--- src/rtl/lspc_pkg.sv ---
// lspc_pkg: shared types and constants of the laser scan polyline classifier
// no dependencies
`default_nettype none
package lspc_pkg;
   localparam logic [2:0] REG_POSE_X = 3'd0;
   localparam logic [2:0] REG_POSE_Y = 3'd1;
   localparam logic [2:0] REG_HEADING = 3'd2;
   localparam logic [2:0] REG_FIRST_ANGLE = 3'd3;
   localparam logic [2:0] REG_ANGLE_STEP = 3'd4;
   localparam logic [2:0] REG_MAX_RANGE = 3'd5;
   localparam logic [2:0] REG_MAX_DIST = 3'd6;

   localparam logic [1:0] KIND_FIRST = 2'd0;
   localparam logic [1:0] KIND_OBSTACLE = 2'd1;
   localparam logic [1:0] KIND_MYSTERY = 2'd2;
   localparam logic [1:0] KIND_FREE = 2'd3;

   localparam logic signed [31:0] KINV_Q30 = 32'sd652032874;
   localparam int ATAN_COUNT = 24;

   typedef struct packed {
      logic signed [30:0] pose_x;
      logic signed [30:0] pose_y;
      logic [15:0] heading;
      logic [15:0] first_angle;
      logic [15:0] angle_step;
      logic [15:0] max_range;
      logic [15:0] max_dist;
   } cfg_type;

   // classified work for the back end
   typedef struct packed {
      logic [15:0] angle;
      logic [15:0] rc;
      logic first;
      logic last;
      logic valid;
      logic skipped;
   } job_type;

   function automatic logic [31:0] atan_turn32(input logic [4:0] i);
      logic [31:0] v;
      case (i)
         5'd0: v = 32'h20000000; 5'd1: v = 32'h12E4051E; 5'd2: v = 32'h09FB385B;
         5'd3: v = 32'h051111D4; 5'd4: v = 32'h028B0D43; 5'd5: v = 32'h0145D7E1;
         5'd6: v = 32'h00A2F61E; 5'd7: v = 32'h00517C55; 5'd8: v = 32'h0028BE53;
         5'd9: v = 32'h00145F2F; 5'd10: v = 32'h000A2F98; 5'd11: v = 32'h000517CC;
         5'd12: v = 32'h00028BE6; 5'd13: v = 32'h000145F3; 5'd14: v = 32'h0000A2FA;
         5'd15: v = 32'h0000517D; 5'd16: v = 32'h000028BE; 5'd17: v = 32'h0000145F;
         5'd18: v = 32'h00000A30; 5'd19: v = 32'h00000518; 5'd20: v = 32'h0000028C;
         5'd21: v = 32'h00000146; 5'd22: v = 32'h000000A3; 5'd23: v = 32'h00000051;
         default: v = 32'h0;
      endcase
      return v;
   endfunction
endpackage
`default_nettype wire

--- src/rtl/lspc_stream_if.sv ---
// lspc_in_if / lspc_out_if / lspc_csr_if: valid-ready channels
// no dependencies
`default_nettype none
interface lspc_in_if;
   logic valid;
   logic ready;
   logic [15:0] range_sample;
   logic first_beam;
   logic last_beam;
   modport source(output valid, range_sample, first_beam, last_beam, input ready);
   modport sink(input valid, range_sample, first_beam, last_beam, output ready);
endinterface

interface lspc_out_if;
   logic valid;
   logic ready;
   logic signed [31:0] point_x;
   logic signed [31:0] point_y;
   logic [1:0] edge_kind;
   logic scan_end;
   modport source(output valid, point_x, point_y, edge_kind, scan_end, input ready);
   modport sink(input valid, point_x, point_y, edge_kind, scan_end, output ready);
endinterface

interface lspc_csr_if;
   logic valid;
   logic ready;
   logic [2:0] index;
   logic [31:0] data;
   modport source(output valid, index, data, input ready);
   modport sink(input valid, index, data, output ready);
endinterface
`default_nettype wire

--- src/rtl/lspc_front.sv ---
// lspc_front: beam angle tracking, validity and drop decisions
// depends on lspc_pkg
`default_nettype none
module lspc_front (
   input  wire logic clock,
   input  wire logic reset,
   input  wire lspc_pkg::cfg_type cfg,
   input  wire logic in_valid,
   output logic in_ready,
   input  wire logic [15:0] range_sample,
   input  wire logic first_beam,
   input  wire logic last_beam,
   output logic job_valid,
   input  wire logic job_ready,
   output lspc_pkg::job_type job
);
   logic [15:0] beam_angle_ff, beam_angle_in;
   logic skipping_ff;
   logic valid_r;
   logic fire;
   lspc_pkg::job_type q_ff [2];
   logic [1:0] count_ff;
   logic wr_ff, rd_ff;

   assign in_ready = (count_ff != 2'd2);
   assign fire = in_valid && in_ready;
   assign beam_angle_in = first_beam ? cfg.first_angle : beam_angle_ff + cfg.angle_step;
   assign valid_r = (range_sample != 16'd0) && (range_sample <= cfg.max_range);
   wire emit = valid_r || first_beam || last_beam;
   assign job_valid = (count_ff != 2'd0);
   assign job = q_ff[rd_ff];
   wire push = fire && emit;
   wire pop = job_valid && job_ready;

   always_ff @(posedge clock) begin
      if (reset) begin
         beam_angle_ff <= 16'd0;
         skipping_ff <= 1'b0;
         count_ff <= 2'd0;
         wr_ff <= 1'b0;
         rd_ff <= 1'b0;
      end else begin
         if (fire) begin
            beam_angle_ff <= beam_angle_in;
            skipping_ff <= !emit;
         end
         if (push) wr_ff <= !wr_ff;
         if (pop) rd_ff <= !rd_ff;
         count_ff <= count_ff + {1'b0, push} - {1'b0, pop};
      end
      if (push) begin
         q_ff[wr_ff].angle <= cfg.heading + beam_angle_in;
         q_ff[wr_ff].rc <= (range_sample < cfg.max_range) ? range_sample : cfg.max_range;
         q_ff[wr_ff].first <= first_beam;
         q_ff[wr_ff].last <= last_beam;
         q_ff[wr_ff].valid <= valid_r;
         q_ff[wr_ff].skipped <= skipping_ff;
      end
   end
endmodule
`default_nettype wire

--- src/rtl/lspc_back.sv ---
// lspc_back: iterative cordic, pose offset, edge classification, output register
// depends on lspc_pkg
`default_nettype none
module lspc_back #(
   parameter int CORDIC_STEPS = 16,
   parameter int ANGLE_BITS = 16
) (
   input  wire logic clock,
   input  wire logic reset,
   input  wire lspc_pkg::cfg_type cfg,
   input  wire logic job_valid,
   output logic job_ready,
   input  wire lspc_pkg::job_type job,
   output logic out_valid,
   input  wire logic out_ready,
   output logic signed [31:0] point_x,
   output logic signed [31:0] point_y,
   output logic [1:0] edge_kind,
   output logic scan_end
);
   localparam logic [2:0] S_IDLE = 3'd0;
   localparam logic [2:0] S_MUL = 3'd1;
   localparam logic [2:0] S_ROT = 3'd2;
   localparam logic [2:0] S_POSE = 3'd3;
   localparam logic [2:0] S_DIFF = 3'd4;
   localparam logic [2:0] S_SQ = 3'd5;
   localparam logic [2:0] S_DONE = 3'd6;
   localparam int SB = $clog2(CORDIC_STEPS + 1);
   localparam int XW = 52;
   localparam int ZW = ANGLE_BITS + 2;

   logic [2:0] state_ff;
   lspc_pkg::job_type j_ff;
   logic signed [XW-1:0] x_ff, y_ff;
   logic signed [ZW-1:0] z_ff;
   logic [SB-1:0] i_ff;
   logic flip_ff;
   logic signed [31:0] px_ff, py_ff, prev_x_ff, prev_y_ff;
   logic prev_valid_ff;
   logic [16:0] ax_ff, ay_ff;
   logic big_ff;
   logic [33:0] sq_ff;
   logic [31:0] md2_ff;

   assign job_ready = (state_ff == S_IDLE);

   logic [ANGLE_BITS-1:0] a_sc;
   assign a_sc = ANGLE_BITS'({job.angle, {ANGLE_BITS{1'b0}}} >> 16);
   wire [1:0] quad = a_sc[ANGLE_BITS-1 -: 2];
   wire q_flip = (quad == 2'b01) || (quad == 2'b10);
   wire signed [ZW-1:0] z0 = q_flip ?
      $signed({2'b00, a_sc}) - $signed(ZW'(1) <<< (ANGLE_BITS-1)) :
      (quad == 2'b11 ? $signed({2'b00, a_sc}) - $signed(ZW'(1) <<< ANGLE_BITS)
                     : $signed({2'b00, a_sc}));

   wire [32:0] t_raw = {1'b0, lspc_pkg::atan_turn32(5'(i_ff))}
                       + (33'd1 << (31 - ANGLE_BITS));
   wire signed [ZW-1:0] t_i = $signed(ZW'(t_raw >> (32 - ANGLE_BITS)));
   wire signed [XW-1:0] dx = y_ff >>> i_ff;
   wire signed [XW-1:0] dy = x_ff >>> i_ff;
   wire signed [XW-1:0] xr = (flip_ff ? -x_ff : x_ff) + (XW'(1) <<< 29);
   wire signed [XW-1:0] yr = (flip_ff ? -y_ff : y_ff) + (XW'(1) <<< 29);
   wire signed [33:0] sx = 34'(xr >>> 30) + 34'(cfg.pose_x);
   wire signed [33:0] sy = 34'(yr >>> 30) + 34'(cfg.pose_y);

   function automatic logic signed [31:0] sat(input logic signed [33:0] v);
      if (v > 34'sd2147483647) return 32'sh7FFFFFFF;
      if (v < -34'sd2147483648) return 32'sh80000000;
      return v[31:0];
   endfunction

   wire signed [32:0] ddx = 33'(px_ff) - 33'(prev_x_ff);
   wire signed [32:0] ddy = 33'(py_ff) - 33'(prev_y_ff);
   wire [32:0] adx = ddx[32] ? 33'(-ddx) : 33'(ddx);
   wire [32:0] ady = ddy[32] ? 33'(-ddy) : 33'(ddy);

   always_ff @(posedge clock) begin
      if (reset) begin
         state_ff <= S_IDLE;
         out_valid <= 1'b0;
         prev_x_ff <= 32'sd0;
         prev_y_ff <= 32'sd0;
         prev_valid_ff <= 1'b0;
      end else begin
         if (out_valid && out_ready && (state_ff != S_DONE)) out_valid <= 1'b0;
         unique case (state_ff)
            S_IDLE: begin
               if (job_valid && job_ready) begin
                  j_ff <= job;
                  z_ff <= z0;
                  flip_ff <= q_flip;
                  state_ff <= S_MUL;
               end
            end
            S_MUL: begin
               x_ff <= XW'($signed({1'b0, j_ff.rc})) * XW'(lspc_pkg::KINV_Q30);
               y_ff <= '0;
               i_ff <= '0;
               state_ff <= S_ROT;
            end
            S_ROT: begin
               if (32'(i_ff) == CORDIC_STEPS || 32'(i_ff) == lspc_pkg::ATAN_COUNT) begin
                  state_ff <= S_POSE;
               end else begin
                  if (!z_ff[ZW-1]) begin
                     x_ff <= x_ff - dx; y_ff <= y_ff + dy; z_ff <= z_ff - t_i;
                  end else begin
                     x_ff <= x_ff + dx; y_ff <= y_ff - dy; z_ff <= z_ff + t_i;
                  end
                  i_ff <= i_ff + 1'b1;
               end
            end
            S_POSE: begin
               px_ff <= sat(sx);
               py_ff <= sat(sy);
               state_ff <= S_DIFF;
            end
            S_DIFF: begin
               big_ff <= (adx > 33'd65535) || (ady > 33'd65535);
               ax_ff <= adx[16:0];
               ay_ff <= ady[16:0];
               md2_ff <= cfg.max_dist * cfg.max_dist;
               state_ff <= S_SQ;
            end
            S_SQ: begin
               sq_ff <= 34'(ax_ff) * 34'(ax_ff) + 34'(ay_ff) * 34'(ay_ff);
               state_ff <= S_DONE;
            end
            S_DONE: begin
               if (!out_valid || out_ready) begin
                  point_x <= px_ff;
                  point_y <= py_ff;
                  scan_end <= j_ff.last;
                  if (j_ff.first) edge_kind <= lspc_pkg::KIND_FIRST;
                  else if (prev_valid_ff && j_ff.valid && !j_ff.skipped)
                     edge_kind <= (!big_ff && sq_ff <= 34'(md2_ff)) ?
                        lspc_pkg::KIND_OBSTACLE : lspc_pkg::KIND_MYSTERY;
                  else edge_kind <= lspc_pkg::KIND_FREE;
                  prev_x_ff <= px_ff;
                  prev_y_ff <= py_ff;
                  prev_valid_ff <= j_ff.valid;
                  out_valid <= 1'b1;
                  state_ff <= S_IDLE;
               end
            end
            default: state_ff <= S_IDLE;
         endcase
      end
   end
endmodule
`default_nettype wire

--- src/rtl/laser_scan_polyline_classifier_unit.sv ---
// laser_scan_polyline_classifier_unit: top level, register file and the two halves
// depends on lspc_pkg, lspc_stream_if, lspc_front, lspc_back
//
// req channel: one range sample a word with first and last beam marks.
// rsp channel: one world point a word with the edge kind to the previous
// point and a scan end mark; dropped samples give no word.
// csr channel: register writes by index, always ready; write only when idle.
// the front end tracks the beam angle and queues up to two jobs; the back
// end runs one iterative cordic step per cycle, and each point passes in turn
// through the scale, rotate, pose, difference, square and done states.
// dropped samples are taken by the front end and never reach the back end.
// a stalled rsp holds its word; the back end finishes the next point and
// waits, then the queue fills and req_ready drops.
// synchronous reset returns registers to defaults and empties the queue.
`default_nettype none
module laser_scan_polyline_classifier_unit #(
   parameter int CORDIC_STEPS = 16,
   parameter int ANGLE_BITS = 16
) (
   input wire logic clock,
   input wire logic reset,
   lspc_in_if.sink req,
   lspc_out_if.source rsp,
   lspc_csr_if.sink csr
);
   lspc_pkg::cfg_type cfg_ff;
   logic job_valid, job_ready;
   lspc_pkg::job_type job;

   assign csr.ready = 1'b1;
   always_ff @(posedge clock) begin
      if (reset) begin
         cfg_ff.pose_x <= 31'sd0;
         cfg_ff.pose_y <= 31'sd0;
         cfg_ff.heading <= 16'd0;
         cfg_ff.first_angle <= 16'd0;
         cfg_ff.angle_step <= 16'd182;
         cfg_ff.max_range <= 16'd30000;
         cfg_ff.max_dist <= 16'd500;
      end else if (csr.valid) begin
         case (csr.index)
            lspc_pkg::REG_POSE_X: cfg_ff.pose_x <= csr.data[30:0];
            lspc_pkg::REG_POSE_Y: cfg_ff.pose_y <= csr.data[30:0];
            lspc_pkg::REG_HEADING: cfg_ff.heading <= csr.data[15:0];
            lspc_pkg::REG_FIRST_ANGLE: cfg_ff.first_angle <= csr.data[15:0];
            lspc_pkg::REG_ANGLE_STEP: cfg_ff.angle_step <= csr.data[15:0];
            lspc_pkg::REG_MAX_RANGE: cfg_ff.max_range <= csr.data[15:0];
            lspc_pkg::REG_MAX_DIST: cfg_ff.max_dist <= csr.data[15:0];
            default: ;
         endcase
      end
   end

   lspc_front u_front (
      .clock, .reset, .cfg(cfg_ff),
      .in_valid(req.valid), .in_ready(req.ready),
      .range_sample(req.range_sample), .first_beam(req.first_beam),
      .last_beam(req.last_beam),
      .job_valid, .job_ready, .job
   );

   lspc_back #(.CORDIC_STEPS(CORDIC_STEPS), .ANGLE_BITS(ANGLE_BITS)) u_back (
      .clock, .reset, .cfg(cfg_ff),
      .job_valid, .job_ready, .job,
      .out_valid(rsp.valid), .out_ready(rsp.ready),
      .point_x(rsp.point_x), .point_y(rsp.point_y),
      .edge_kind(rsp.edge_kind), .scan_end(rsp.scan_end)
   );
endmodule
`default_nettype wire

--- src/flat_wrapper.sv ---
// flat-port wrapper written by rule: the top's interface ports become plain ports
module laser_scan_polyline_classifier_unit_flat 
#(
   parameter int CORDIC_STEPS = 16,
   parameter int ANGLE_BITS = 16
)
  (clock, reset, req_valid, req_range_sample, req_first_beam, req_last_beam, req_ready, rsp_valid, rsp_point_x, rsp_point_y, rsp_edge_kind, rsp_scan_end, rsp_ready, csr_valid, csr_index, csr_data, csr_ready);
  lspc_in_if req_i ();
  lspc_out_if rsp_i ();
  lspc_csr_if csr_i ();
  input wire logic clock;
  input wire logic reset;
  input wire logic [$bits(req_i.valid)-1:0] req_valid;
  input wire logic [$bits(req_i.range_sample)-1:0] req_range_sample;
  input wire logic [$bits(req_i.first_beam)-1:0] req_first_beam;
  input wire logic [$bits(req_i.last_beam)-1:0] req_last_beam;
  output wire logic [$bits(req_i.ready)-1:0] req_ready;
  output wire logic [$bits(rsp_i.valid)-1:0] rsp_valid;
  output wire logic [$bits(rsp_i.point_x)-1:0] rsp_point_x;
  output wire logic [$bits(rsp_i.point_y)-1:0] rsp_point_y;
  output wire logic [$bits(rsp_i.edge_kind)-1:0] rsp_edge_kind;
  output wire logic [$bits(rsp_i.scan_end)-1:0] rsp_scan_end;
  input wire logic [$bits(rsp_i.ready)-1:0] rsp_ready;
  input wire logic [$bits(csr_i.valid)-1:0] csr_valid;
  input wire logic [$bits(csr_i.index)-1:0] csr_index;
  input wire logic [$bits(csr_i.data)-1:0] csr_data;
  output wire logic [$bits(csr_i.ready)-1:0] csr_ready;
  assign req_i.valid = req_valid;
  assign req_i.range_sample = req_range_sample;
  assign req_i.first_beam = req_first_beam;
  assign req_i.last_beam = req_last_beam;
  assign req_ready = req_i.ready;
  assign rsp_valid = rsp_i.valid;
  assign rsp_point_x = rsp_i.point_x;
  assign rsp_point_y = rsp_i.point_y;
  assign rsp_edge_kind = rsp_i.edge_kind;
  assign rsp_scan_end = rsp_i.scan_end;
  assign rsp_i.ready = rsp_ready;
  assign csr_i.valid = csr_valid;
  assign csr_i.index = csr_index;
  assign csr_i.data = csr_data;
  assign csr_ready = csr_i.ready;
  laser_scan_polyline_classifier_unit #(.CORDIC_STEPS(CORDIC_STEPS), .ANGLE_BITS(ANGLE_BITS)) u_core (.clock(clock), .reset(reset), .req(req_i), .rsp(rsp_i), .csr(csr_i));
endmodule
--- config.mk ---
export PLATFORM = sky130hd
export DESIGN_NAME = laser_scan_polyline_classifier_unit_flat
export DESIGN_NICKNAME = d
export VERILOG_FILES = /design/src/rtl/lspc_pkg.sv /design/src/rtl/lspc_stream_if.sv /design/src/rtl/lspc_front.sv /design/src/rtl/lspc_back.sv /design/src/rtl/laser_scan_polyline_classifier_unit.sv /design/src/flat_wrapper.sv
export SDC_FILE = /design/constraint.sdc
export NUM_CORES = 2
export LEC_CHECK = 0
export BUFFER_PORTS_ARGS = -buffer_cell sky130_fd_sc_hd__buf_4
export CAP_MARGIN = 20
export CELL_PAD_IN_SITES_DETAIL_PLACEMENT = 0
export CELL_PAD_IN_SITES_GLOBAL_PLACEMENT = 1
export CORE_UTILIZATION = 40
export CTS_BUF_LIST = sky130_fd_sc_hd__clkbuf_4 sky130_fd_sc_hd__clkbuf_8
export DETAILED_ROUTE_END_ITERATION = 6
export PLACE_DENSITY_LB_ADDON = 0.1
export SETUP_SLACK_MARGIN = 0.05
export SKIP_LAST_GASP = 1
export SLEW_MARGIN = 20
export SYNTH_ARGS = -nofsm -noshare
export SYNTH_HDL_FRONTEND = slang
export SYNTH_HIERARCHICAL = 1
export SYNTH_SLANG_ARGS = --single-unit
--- constraint.sdc ---
create_clock -name clock -period 20 [get_ports clock]
set_input_delay 6 -clock clock [delete_from_list [all_inputs] [get_ports clock]]
set_output_delay 6 -clock clock [all_outputs]
set_load 0.02 [all_outputs]
After elaboration in Yosys (flattened, before gate mapping)
Memories as Yosys holds them, arrays and structs flattened. A register that Yosys moved wholly into a read port is not among the register bits.
Index checks and enable logic that the tools add are counted.
- add/sub/neg operators: 25
- multiply operators: 4
- $lt $le $gt $ge: 9
- equality and inequality tests: 23
- shift operators: 2
- muxes and demuxes: 56
- bitwise gates (word level): 1
- reduce and logical (&&, ||, !) cells: 43
- operators with widths (cell ; count):
    two-way mux 52 bit ; 6
    two-way mux 32 bit ; 8
    case mux 52 bit (2 select lines) ; 2
    adder 52 x 31 -> 52 bit, second input constant ; 2
    adder 52 bit ; 2
    negator 52 bit ; 2
    >>> shifter 52 x 5 -> 52 bit ; 2
    subtractor 52 bit ; 2
    two-way mux 18 bit ; 5
    multiplier 17 x 17 -> 34 bit ; 2
    > comparator 33 x 16 -> 1 bit, second input constant ; 2
    two-way mux 33 bit ; 2
    negator 33 bit ; 2
    subtractor 32 x 32 -> 33 bit ; 2
    adder 22 x 31 -> 32 bit ; 2
    > comparator 32 bit, second input constant ; 2
    < comparator 32 bit, second input constant ; 2
    multiplier 16 x 29 -> 45 bit, second input constant ; 1
    case mux 18 bit (2 select lines) ; 1
    adder 34 bit ; 1
    <= comparator 34 x 32 -> 1 bit ; 1
    adder 32 x 16 -> 33 bit, second input constant ; 1
    adder 16 bit ; 2
    multiplier 16 x 16 -> 32 bit ; 1
    other kinds (35) ; 108
- flip-flop bits (word level): 612
- RAM bits: 72
- memory bits (read-only): 960
- input bits: 58
- output and inout port bits: 70
- logic and storage cells: 203
- memories kept: 2
- memory list (memory ; words ; bits a word ; read ports ; clocked after memory_dff ; write ports ; line ; RTL):
    (no name shown) ; 32 ; 30 ; 1 ; 1 ; 0 ; lspc_pkg.sv:43 ; case (i)
    u_core.u_front.q_ff ; 2 ; 36 ; 1 ; 1 ; 1 ; lspc_front.sv:21 ; lspc_pkg::job_type q_ff [2];

Depth between registers and ports, before layout
- depth after elaboration: 13
- depth in mapped cells: 33
- depth with buffers taken out: 32

Cells and area by module
The synthesis kept the hierarchy.
- modules (own cells, without submodules) (module ; instances ; cells each ; area each (um^2) ; sequential area each (um^2)):
    lspc_back ; 1 ; 7823 ; 72894.9 ; 13062.5
    laser_scan_polyline_classifier_unit ; 1 ; 522 ; 5672.9 ; 2842.7
    lspc_front ; 1 ; 498 ; 5594.1 ; 2602.5

Least setup slack after synthesis
OpenSTA, ideal clock, no wires.
- path kind: input to register
- start point: input reset
- end point: register (tool-made name)
- library setup time: 0.132 ns
- arrival time: 11.071 ns
- setup slack: 8.798 ns
- stages: 8
- buffers on the path: 1
- cells stage by stage: a21oi_1 clkbuf_1 a21oi_1 ha_1 mux2i_1 nor2_1 a21oi_1 nor2_1
- RTL lines (what ; line ; RTL):
    start: declaration ; flat_wrapper.sv:12 ; input wire logic reset;

==> qor.csv <==
metric,value,unit
ctsHoldBuffers,0,
core-area,0.209,mm2
maxCapViolations,0,
post-route-period-util,0.444,
fmax,113,MHz
place_hpwl,194,mm
synthArstFlopShare,0,
drc_errors,0,
rows,168,
globalRouteMet1Util,0.294,
min_path_type,flip-flop to flip-flop,
grt_pass1_vias,64463,
dieWidth,461,um
hold_viol,0,
htree_levels,4,
maxSlewViolCount,0,
worstPathArrival,9.63,ns
path_max_fanout,70,
die_height,461,um
fp.dieArea,0.212,mm2
grt_use_met2,0.400,
yosysTopAreaCell,fa_1,
post_cts_buffers,0,
root_buffer,clkbuf_8,
numCtsBuffers,141,
syn_area_per_cell,9.52,um2
insertion_delay,0.91,ns
use_met3,0.0320,
grt_use_total,0.231,
netlist_instances,8843,
fillers,20675,
grt.busiest_layer,met2,
setup.worst_path.start_class,primary input,
num_io_pins,128,
syn-num-nets,10494,
synth_edf_count,451,
end_kind,flip-flop,
io_buffers,125,
rsz0062_at_grt,no,
cts_sinks,699,
finalSetupViolations,0,
min_period,8.87,ns
drtIter0Drc,3764,
grt_pass1_wl,377,mm
dr.pass1.iters,6,
synth_cell_types,116,
crit_type,primary input to flip-flop,
ys_seq_area_frac,0.220,
wl_per_cell,20.6,um
ys.warnings.count,6,
final_common_cell,inv_1,
postRouteAntennaNets,0,
ys_ff_latch,699,
path_clk_slew,0.06,ns
via_per_inst,5.31,
synth_area_leaders,"fa_1, edfxtp_1, ha_1, dfxtp_1, inv_1",
drive_gt1_frac,0.0863,
post_cts_resize_count,0,
area_delta_synth_final,7.77,%
cts_max_path_buffers,3,
synth_ff_type,edfxtp_1,
synth.top_cell.area_share,0.191,
fin_tns_setup,0,ns
antenna_found_initial,10,
syn_area,0.0842,mm2
cp.required,20.75,ns
outcome,completed,
cts_tree,built,
globalRouteOverflowTotal,0,
grt_max_degree,154,
slew_headroom,0.246,
num_vias,62438,
wl,242,mm
initial_core_util,0.402,
final_cell_mix,"inv_1, fa_1, ha_1, nand2_1, a21oi_1",
worst_pin_slew,1.12,ns
fin_nets,10482,
finClkSkew,0.0616,ns
globalplace.congestion,0.880,
flip-flops by register name, indices dropped and copies added, names as in the netlist, 18 cells and up, named ones only:
name and cells:
u_core/u_back/point_y 32, u_core/u_back/z_ff 18, u_core/u_back/px_ff 32, u_core/u_back/point_x 32, u_core/cfg_ff 142, u_core/u_back/y_ff 52
u_core/u_front/q_ff 72, u_core/u_back/prev_x_ff 32, u_core/u_back/j_ff 20, u_core/u_back/md2_ff 31, u_core/u_back/prev_y_ff 32, u_core/u_back/py_ff 32
u_core/u_back/sq_ff 34, u_core/u_back/x_ff 52
final timing paths:
check                                  startpoint                          endpoint  slack [ns]  cells past startpoint
hold reg to reg   u_core/u_back/j_ff[2]$_DFFE_PP_  u_core/u_back/scan_end$_DFFE_PP_        0.44                      0
hold / removal    u_core/u_back/j_ff[2]$_DFFE_PP_  u_core/u_back/scan_end$_DFFE_PP_        0.44                      0
setup reg to reg  u_core/u_back/i_ff[0]$_DFFE_PP_  u_core/u_back/x_ff[42]$_DFFE_PP_       11.14                     24
setup / recovery                            reset                         flip-flop       11.13                     12
cell families after synthesis:
| logic type | count (synthesis) | share of synthesized area |
|---|---|---|
| adder cells (fa/ha/maj) | 1593 | 0.308 |
| XOR/XNOR | 569 | 0.0593 |
| flip-flops | 699 | 0.220 |
| other | 1 | 0.0000446 |
| AND/OR/NAND/NOR | 2337 | 0.138 |
| multiplexers | 478 | 0.0825 |
| AO/OA/AOI/OAI | 1563 | 0.118 |
| buffers and inverters | 1603 | 0.0744 |
worst max-delay path, cell delays in order:
cell      delay [ns]
clkbuf_8        0.25
a21oi_4         0.17
buf_4           0.58
buf_4           0.81
nor2_1          0.07
a21oi_1         0.61
inv_1           0.19
ha_1            0.31
nor2_1          0.17
nor3_1          0.07
a31oi_1         0.21
nor2_1          0.06
cell usage after synthesis (all sizes together), types with 40 or more instances:
library cell and n:
edfxtp 451, a31oi 62, nand2b 223, xnor2 358, nand3 116, mux4 162
mux2 91, nand4 63, o21a 67, o21ai 296, buf 101, o31ai 45
a21oi 538, fa 802, inv 1251, and2 221, a211oi 53, nor2b 74
dfxtp 248, nor4 40, mux2i 225, nand2 711, nor2 530, xor2 211
and3 70, nor3 118, clkbuf 251, ha 791, a21o 187, o21bai 54
routing by layer:
layer	share of wire	routed length, um	vias up
met5	0.00013	31	-
met4	0.033	7940	4
met3	0.040	9720	337
met2	0.49	119000	1260
met1	0.44	106000	30757
li1	-	-	30080
through the flow:
| stage | area, um2 | utilization | std cells | hold slack [ns] | worst slack [ns] |
|---|---|---|---|---|---|
| after floorplan | 84200 | - | 8843 | 0.400 | 8.80 |
| after global placement | 87700 | 0.419 | 11493 | 0.442 | 10.20 |
| after detailed placement | 87700 | 0.419 | 11493 | 0.441 | 10.10 |
| after CTS | 90700 | 0.433 | 11750 | 0.453 | 11.08 |
| after global routing | 90700 | 0.433 | 11753 | 0.472 | 10.45 |
| final | 90700 | 0.433 | 11753 | 0.443 | 11.13 |
cell type report:
type,count,area (um2),area share
well taps,2805,3510,0.0387
inverters,1251,4700,0.0518
repair buffers,197,1500,0.0165
diodes,3,7.51,0.0000828
multi-input cells,6541,59500,0.656
flip-flops and latches,699,18500,0.204
clock buffers,188,2370,0.0261
clock inverters,69,624,0.00688
Power is not shown: default switching activity piles up to over one toggle a cycle in this logic, so the estimate is an artifact.
